**src/efce_pkg.sv**
```systemverilog
package efce_pkg;

  localparam logic [7:0] CHAR_CR = 8'h0D;
  localparam logic [7:0] CHAR_LF = 8'h0A;

  localparam logic OP_RX    = 1'b0;
  localparam logic OP_READY = 1'b1;

  typedef enum logic [1:0] {
    S_IDLE = 2'b01,
    S_READ = 2'b10
  } state_t;

endpackage

```
**src/echo_fifo_crlf_expand_core.sv**
```systemverilog
// Channel | Handshake          | Payload
// --------+--------------------+---------------------------------------------------
// in      | in_valid, in_stall | opcode, rx_byte
// out     | out_valid,out_stall| tx_valid, tx_byte, dropped, send_enabled, fill_level
//
// A received byte is written to the ring at the transfer edge and its result
// is registered on the same edge. A ready event that sends reads the ring into a
// read register first; the result is then registered from that read data.
// Reset clears head, count and out_valid, returns to idle and sets sending on;
// the ring and output payload are not cleared. in_stall is high while a read
// is pending or while a result waits in the output register and out_stall is high.
module echo_fifo_crlf_expand_core #(
  parameter int DEPTH = 64
) (
  input  logic       clk,
  input  logic       rst,
  input  logic       in_valid,
  output logic       in_stall,
  input  logic       opcode,
  input  logic [7:0] rx_byte,
  output logic       out_valid,
  input  logic       out_stall,
  output logic       tx_valid,
  output logic [7:0] tx_byte,
  output logic       dropped,
  output logic       send_enabled,
  output logic [6:0] fill_level
);

  import efce_pkg::*;

  localparam int AW = (DEPTH > 1) ? $clog2(DEPTH) : 1;
  localparam int CW = $clog2(DEPTH + 1);
  localparam logic [CW-1:0] FULL_COUNT = CW'(DEPTH);
  localparam logic [AW:0]   DEPTH_EXT  = (AW+1)'(DEPTH);
  localparam logic [AW-1:0] LAST_INDEX = AW'(DEPTH - 1);

  logic [7:0] ring [DEPTH];
  logic [7:0] rd_data;

  state_t        state, state_next;
  logic [AW-1:0] head, head_next;
  logic [CW-1:0] count, count_next;
  logic          send_on, send_on_next;

  logic          in_acc;
  logic          full;
  logic          empty;
  logic [AW:0]   tail_sum;
  logic [AW-1:0] tail;
  logic [AW-1:0] head_inc;

  logic          wr_en;
  logic [AW-1:0] wr_addr;
  logic [7:0]    wr_data;
  logic          rd_en;

  logic          load;
  logic          res_tx_valid;
  logic [7:0]    res_tx_byte;
  logic          res_dropped;

  assign in_stall = (state != S_IDLE) || (out_valid && out_stall);
  assign in_acc   = in_valid && !in_stall;
  assign full     = (count == FULL_COUNT);
  assign empty    = (count == '0);

  assign tail_sum = {1'b0, head} + (AW+1)'(count);
  assign tail     = (tail_sum >= DEPTH_EXT) ? AW'(tail_sum - DEPTH_EXT) : tail_sum[AW-1:0];
  assign head_inc = (head == LAST_INDEX) ? '0 : head + AW'(1);

  always_comb begin
    state_next   = state;
    head_next    = head;
    count_next   = count;
    send_on_next = send_on;
    wr_en        = 1'b0;
    wr_addr      = tail;
    wr_data      = rx_byte;
    rd_en        = 1'b0;
    load         = 1'b0;
    res_tx_valid = 1'b0;
    res_tx_byte  = '0;
    res_dropped  = 1'b0;
    case (state)
      S_IDLE: begin
        if (in_acc) begin
          if (opcode == OP_RX) begin
            load = 1'b1;
            if (full) begin
              res_dropped = 1'b1;
            end else begin
              wr_en        = 1'b1;
              count_next   = count + CW'(1);
              send_on_next = 1'b1;
            end
          end else if (send_on && !empty) begin
            rd_en      = 1'b1;
            state_next = S_READ;
          end else begin
            load         = 1'b1;
            send_on_next = 1'b0;
          end
        end
      end
      S_READ: begin
        load         = 1'b1;
        res_tx_valid = 1'b1;
        res_tx_byte  = rd_data;
        state_next   = S_IDLE;
        if (rd_data == CHAR_CR) begin
          wr_en   = 1'b1;
          wr_addr = head;
          wr_data = CHAR_LF;
        end else begin
          head_next  = head_inc;
          count_next = count - CW'(1);
        end
      end
      default: begin
        state_next = S_IDLE;
      end
    endcase
  end

  always_ff @(posedge clk) begin
    if (wr_en) begin
      ring[wr_addr] <= wr_data;
    end
    if (rd_en) begin
      rd_data <= ring[head];
    end
  end

  always_ff @(posedge clk) begin
    if (rst) begin
      state   <= S_IDLE;
      head    <= '0;
      count   <= '0;
      send_on <= 1'b1;
    end else begin
      state   <= state_next;
      head    <= head_next;
      count   <= count_next;
      send_on <= send_on_next;
    end
  end

  always_ff @(posedge clk) begin
    if (rst) begin
      out_valid <= 1'b0;
    end else if (load) begin
      out_valid <= 1'b1;
    end else if (!out_stall) begin
      out_valid <= 1'b0;
    end
  end

  always_ff @(posedge clk) begin
    if (load) begin
      tx_valid     <= res_tx_valid;
      tx_byte      <= res_tx_byte;
      dropped      <= res_dropped;
      send_enabled <= send_on_next;
      fill_level   <= 7'(count_next);
    end
  end

`ifndef SYNTHESIS
  a_count_bound: assert property (@(posedge clk) disable iff (rst)
    count <= FULL_COUNT)
    else $error("ring count exceeds depth");

  a_read_slot_free: assert property (@(posedge clk) disable iff (rst)
    state == S_READ |-> !out_valid)
    else $error("read completes while output register is occupied");

  a_idle_byte_zero: assert property (@(posedge clk) disable iff (rst)
    out_valid && !tx_valid |-> tx_byte == 8'h00)
    else $error("non-zero byte on a result that sends nothing");

  a_drop_no_send: assert property (@(posedge clk) disable iff (rst)
    out_valid && dropped |-> !tx_valid && fill_level == 7'(FULL_COUNT))
    else $error("dropped result inconsistent with full ring");
`endif

endmodule
```
**config.mk**
```make
export PLATFORM = sky130hd
export DESIGN_NAME = echo_fifo_crlf_expand_core
export DESIGN_NICKNAME = d
export VERILOG_FILES = /design/src/efce_pkg.sv /design/src/echo_fifo_crlf_expand_core.sv
export SDC_FILE = /design/constraint.sdc
export NUM_CORES = 1
export LEC_CHECK = 0
export BUFFER_PORTS_ARGS = -buffer_cell sky130_fd_sc_hd__buf_2
export CORE_MARGIN = 2
export CORE_UTILIZATION = 40
export CTS_CLUSTER_DIAMETER = 50
export DETAILED_ROUTE_END_ITERATION = 16
export GPL_TIMING_DRIVEN = 0
export PLACE_DENSITY = 0.55
export SLEW_MARGIN = 20
export SYNTH_ARGS = -nofsm -noshare
export SYNTH_HDL_FRONTEND = slang
export SYNTH_SLANG_ARGS = --single-unit
```
**constraint.sdc**
```tcl
create_clock -name clk -period 3.7 [get_ports clk]
set_input_delay 1.11 -clock clk [delete_from_list [all_inputs] [get_ports clk]]
set_output_delay 1.11 -clock clk [all_outputs]
set_load 0.05 [all_outputs]
```
== After elaboration in Yosys (flattened, before gate mapping) ==
Memory sizes are Yosys's and may differ from the RTL's. A register that Yosys moved wholly into a read port is not among the register bits.
Cells that the tools add are included.

* Add/sub/neg operators: 5
* $lt $le $gt $ge: 1
* Equality and inequality tests: 7
* Muxes and demuxes: 35
* Bitwise logic cells: 3
* Reductions and logical operators: 11

{| class="wikitable"
|+ Operator list
! cell !! number
|-
| 7-bit 2-to-1 mux || 4
|-
| 6-bit 2-to-1 mux || 4
|-
| 1-bit 2-to-1 mux || 22
|-
| 8-bit 2-to-1 mux || 2
|-
| 7-bit one-hot mux with 2 select lines || 1
|-
| 8-bit by 4-bit == test with 1-bit output (second input constant) || 1
|-
| 6-bit by 7-bit adder with 7-bit output || 1
|-
| 7-bit by 1-bit adder with 7-bit output (second input constant) || 1
|-
| 7-bit == test (second input constant) || 1
|-
| 7-bit >= comparator (second input constant) || 1
|-
| 7-bit zero test || 1
|-
| 7-bit by 1-bit subtractor with 7-bit output (second input constant) || 1
|-
| 6-bit by 1-bit adder with 6-bit output (second input constant) || 1
|-
| 6-bit == test (second input constant) || 1
|-
| 6-bit by 1-bit subtractor with 6-bit output (second input constant) || 1
|-
| 2-bit by 1-bit != test with 1-bit output (second input constant) || 2
|-
| 1-bit one-hot mux with 2 select lines || 2
|-
| 1-bit logical AND || 3
|-
| 1-bit NOT || 3
|-
| 3-bit AND reduction || 1
|-
| 3-bit OR reduction || 1
|-
| 2-bit by 1-bit == test with 1-bit output (second input constant) || 1
|-
| 2-bit == test (second input constant) || 1
|-
| 1-bit zero test || 2
|-
| 3 further kinds || 3
|}

* Bits in registers: 35
* Memory bits (writable): 512
* Bits of input ports: 13
* Output and inout port bits: 20
* Word-level logic and storage cells: 73
* Memories kept: 1

{| class="wikitable"
|+ Memories
! memory !! words !! bits a word !! rd ports !! clocked after Yosys merged registers in !! write ports !! RTL line !! text
|-
| ring || 64 || 8 || 1 || 1 || 1 || echo_fifo_crlf_expand_core.sv:38 || <nowiki>logic [7:0] ring [DEPTH];</nowiki>
|}

== Longest topological paths before layout ==
* Word-level depth: 8
* Depth in mapped cells: 10

== Least setup slack after synthesis ==
OpenSTA, ideal clock, no wires.

* Path type: input to register
* Start point: input port in_valid
* End point: memory ring[15][0], enable pin
* Library setup time: 0.383 ns
* Arrival time: 3.119 ns
* Data required time: 3.317 ns
* Slack: 0.197 ns
* Cell stages on the path: 5
* Buffers on the path: 0
* Path through: a21boi_0 -> nand3b_1 -> o21ai_2 -> nand4b_2 -> nor3_1

* Cells in the longest elaborated chain, start to end: 5

{| class="wikitable"
|+ Ends and longest elaborated chain
! element !! RTL line !! text
|-
| start: declaration || echo_fifo_crlf_expand_core.sv:17 || <nowiki>input logic in_valid,</nowiki>
|-
| 1-bit logical AND || echo_fifo_crlf_expand_core.sv:64 || <nowiki>assign in_acc = in_valid && !in_stall;</nowiki>
|-
| 1-bit 2-to-1 mux || echo_fifo_crlf_expand_core.sv:87 || <nowiki>if (in_acc) begin</nowiki>
|-
| 1-bit one-hot mux with 2 select lines || echo_fifo_crlf_expand_core.sv:85 || <nowiki>case (state)</nowiki>
|-
| 1-bit 2-to-1 mux || echo_fifo_crlf_expand_core.sv:127 || <nowiki>if (wr_en) begin</nowiki>
|-
| 1-bit 2-to-1 mux (implied by the code) || echo_fifo_crlf_expand_core.sv:128 || <nowiki>ring[wr_addr] <= wr_data;</nowiki>
|-
| end: declaration || echo_fifo_crlf_expand_core.sv:38 ||
|}

Every way passes these cells.

==> run summary <==
The flow ran to the end, and the final reports show no timing, DRC or antenna violations. The distinct cell type count after synthesis is 76. The number of clock sinks is 555. The power per standard cell area came out at roughly 500 nW/µm². The first routing iteration left around 1400 violations. The number of antenna violations at the first check in global routing is 0.

The maximum root-to-sink buffer count came out at 3. The number of hold-slack violations in the final timing report was 0. Yosys printed 0 warnings. The layout cell share with drive strength beyond 1 is 32.21%. The capture point of the worst reg-to-reg path is rd_data[3]$_DFFE_PP_. The wire length of the first global-routing pass is about 90000 µm.

Across the run, the number of max-cap violations was 0. The area of the core region came out at around 56000 µm². The number of nets in the layout came out at approximately 1400. The die is approximately 240 µm wide. STA classifies the critical path startpoint as a flip-flop.

The total leakage power came out at 8.571 nW. The H-tree was split into 2 levels. The residual overflow from global routing came out at 0. The final clock period utilization by the worst path is between 90% and 100%. The path class of the tightest hold or removal check is flip-flop to flip-flop. Counting the fill cells in the layout gives roughly 4600. After detailed routing, the number of vias per cell comes to a little under 6. The netlist area before placement is ~23000 µm². The minimum clock period after layout came out at ~3.6 ns. The count of buffers added on input and output ports is 31.

The CTS tree is yes. The least setup slack across all paths after layout is roughly 0.082 ns. The depth of the worst register-to-register path is 8. The wire-length estimate of the detail-placed layout is about 42000 µm. The normalized max-slew margin is 29.47%. The count of antenna-violating nets left after detailed routing came out at 0.

The number of placement rows is 87. The setup TNS after final layout is 0 ns. The number of flops mapped to enable cells by yosys came out at between 500 and 600.

The synthesized net count came out at 1213. The worst hold path was traced through 2 stages. Based on the critical path, the design can be clocked at up to between 0.2 and 0.3 GHz.

The final design instance area without fill is about 27000 µm². For this configuration, the core starts out at a cell density of between 40% and 50%. The required time at the worst-slack endpoint came out at about 4.0 ns. Hold timing on the final database bottoms out at a slack of between 0.5 and 0.6 ns.

The first TritonRoute pass finished after 5 iterations. The startpoint of the most critical hold path is state[0]$_SDFFE_PP1P_. The max-slew violation count came to 0. Wires add up to 62410 µm. Of all nets on the critical path, the largest fanout is 10.

The flop-to-flop setup slack is around 0.08 ns. The slew at the pin closest to its max-slew limit came out at roughly 1.1 ns. The worst-case IR drop observed on VDD is ~0.39 mV. The total CTS buffers is 61. The residual DRC count is 0. The arrival time of data at the critical path endpoint came out at approximately 3.9 ns.

In the final routed layout, each cell accounts on average for around 29 µm. Relative to the synthesized area, the layout overhead comes to 19.58%. In this run the critical register-to-register path is launched from head[2]$_SDFFE_PP0P_. The final weighted congestion in routability-driven placement is 0.8898. The path with the worst hold slack has its endpoint at state[0]$_SDFFE_PP1P_. The number of I/O pins came out at 33.

The overall die area is approximately 58000 µm². Counting flops with an async set or reset pin after synthesis yields a share of 0%. The worst setup path is of the flip-flop to flip-flop kind. The maximum number of pins on one net before global-route repair is 65. For this run, the leading register cell type out of synthesis is sky130_fd_sc_hd__edfxtp_1. Summing all placed instances gives a cell area of around 24000 µm².

The clock arrives with about 0.017 ns of skew. The total setup violations reported at the end of the flow is 0. The worst setup slack before clock tree synthesis came out at -0.8469 ns. Summing internal, switching and leakage power gives approximately 13 mW. Counting flops and latches in the post-synthesis netlist gives about 560.

The clock insertion delay at the later pin of the skew report is between 0.6 and 0.7 ns. The total number of vias is 12520. The number of buffers added to fix hold violations after cts is 0. The floorplan step set the die height to 241.5 µm. For this run, the register share of the synthesized area comes to ~73%. For this run, the total global-route usage over all layers was measured as between 20% and 30%. The number of global-route vias before repair is roughly 12000. The clock slew seen by the registers of the worst setup and hold paths is roughly 0.06 ns. STA classifies the critical path endpoint as a flip-flop. Setup repair after global routing could not meet its margin everywhere. The antenna diode count is 0. The gate count after technology mapping came out at around 1200. The mean post-synth cell area came out at 18.98 µm².

CTS placed an instance of sky130_fd_sc_hd__clkbuf_16 at the clock tree root.
where the power goes:
group          leakage (nW)  internal (mW)  switching, mW
Clock                 0.962           3.48           2.53
Combinational          2.62          0.112          0.345
Sequential             4.99           6.94         0.0150
Total                  8.57           10.5           2.89
per-layer routing:
| metal | routed length, µm | vias to the layer above | GRT usage [%] |
|---|---|---|---|
| met1 | 25730 | 6586 | 29.77 |
| met4 | 2138 | 0 | 7.819 |
| li1 | - | 5290 | - |
| met3 | 5127 | 100 | 5.424 |
| met2 | 29410 | 540 | 34.80 |
| met5 | 0 | - | 0 |
area by class of cell:
class	instances	area, µm²	area share, %
flip-flops and latches	555	16500	61.14
multi-input cells	551	6357	23.56
plain buffers	74	400.4	1.484
inverters	9	33.78	0.1252
clock inverters	34	309.0	1.146
clock buffers	79	1677	6.215
repair buffers	89	759.5	2.815
well taps	756	945.9	3.506
timing repair:
| action | 4_1_cts | 5_1_grt |
|---|---|---|
| endpoints found under the setup margin | 328 | 405 |
| setup buffers | 8 | 8 |
| pin swaps | 8 | 10 |
| resized for setup | 40 | 42 |
Yosys cell counts, drive strengths merged (10+ instances only):
| master | instances | area [µm²] |
|---|---|---|
| edfxtp | 538 | 16160 |
| mux4 | 117 | 2635 |
| nor3 | 72 | 371.6 |
| clkbuf | 41 | 155.1 |
| buf | 33 | 201.5 |
| a21oi | 29 | 145.1 |
| mux2i | 29 | 302.8 |
| o21ai | 28 | 143.9 |
| a22oi | 25 | 187.7 |
| nand2 | 23 | 86.33 |
| and2 | 21 | 131.4 |
| nor2 | 21 | 78.83 |
| dfxtp | 17 | 340.3 |
| a22o | 14 | 122.6 |
| a211oi | 13 | 102.6 |
| o22ai | 13 | 81.33 |
| nand3 | 12 | 60.06 |
| ha | 10 | 125.1 |
| nand2b | 10 | 62.56 |
| nor2b | 10 | 62.56 |
worst max-delay path by stage:
stage / start / slack, ns / to
after floorplan: in_valid / 0.20 / ring[15][0]$_DFFE_PP_
after global placement: out_stall / -1.45 / ring[49][4]$_DFFE_PP_
after detailed placement: out_stall / -0.85 / ring[39][0]$_DFFE_PP_
after CTS: out_stall / -0.20 / ring[30][3]$_DFFE_PP_
after global routing: state[0]$_SDFFE_PP1P_ / -0.02 / ring[40][4]$_DFFE_PP_
final: head[2]$_SDFFE_PP0P_ / 0.08 / rd_data[3]$_DFFE_PP_
cell usage in the layout, fill, tap and decap left out, drive strengths merged, types with 19 or more instances in the layout:
cell	Yosys	final
nand2	23	23
mux2i	29	29
clkbuf	41	124
buf	33	117
nor2	21	21
o21ai	28	28
a21oi	29	29
edfxtp	538	538
and2	21	21
mux4	117	117
clkinv	0	19
a22oi	25	25
nor3	72	72
through the flow:
step           std cells  utilization [%]
3_5_place_dp        2018            43.58
2_1_floorplan       1189                -
3_3_place_gp        1976            42.21
4_1_cts             2139            47.63
6_report            2147            48.12
5_1_grt             2147            48.12
critical path: stages, from the launching register on:
cell                       delay (ns)
sky130_fd_sc_hd__dfxtp_1         0.43
sky130_fd_sc_hd__buf_2           0.31
sky130_fd_sc_hd__buf_1           0.68
sky130_fd_sc_hd__nor2_1          0.32
sky130_fd_sc_hd__clkbuf_1        0.40
sky130_fd_sc_hd__a22oi_1         0.29
sky130_fd_sc_hd__a21oi_1         0.19
sky130_fd_sc_hd__nor3_1          0.41
sky130_fd_sc_hd__o21ai_0         0.28
cell families (layout without fill, tap and decap cells):
logic type / after synthesis / in the layout / synth area share (%)
fa+ha+maj: 11 / 11 / 0.6433
mux: 151 / 151 / 13.27
flops: 555 / 555 / 73.11
buf+inv: 83 / 285 / 1.730
simple gates: 214 / 214 / 5.723
compound gates: 169 / 169 / 5.285
xor+xnor: 6 / 6 / 0.2330
registers in the layout, indices dropped and copies added (netlist names):
name and flops:
fill_level 7, send_on 1, rd_data 8, out_valid 1, state 2, tx_valid 1
dropped 1, head 6, send_enabled 1, tx_byte 8, ring 512, count 7
(Power assumes the default switching activity.)
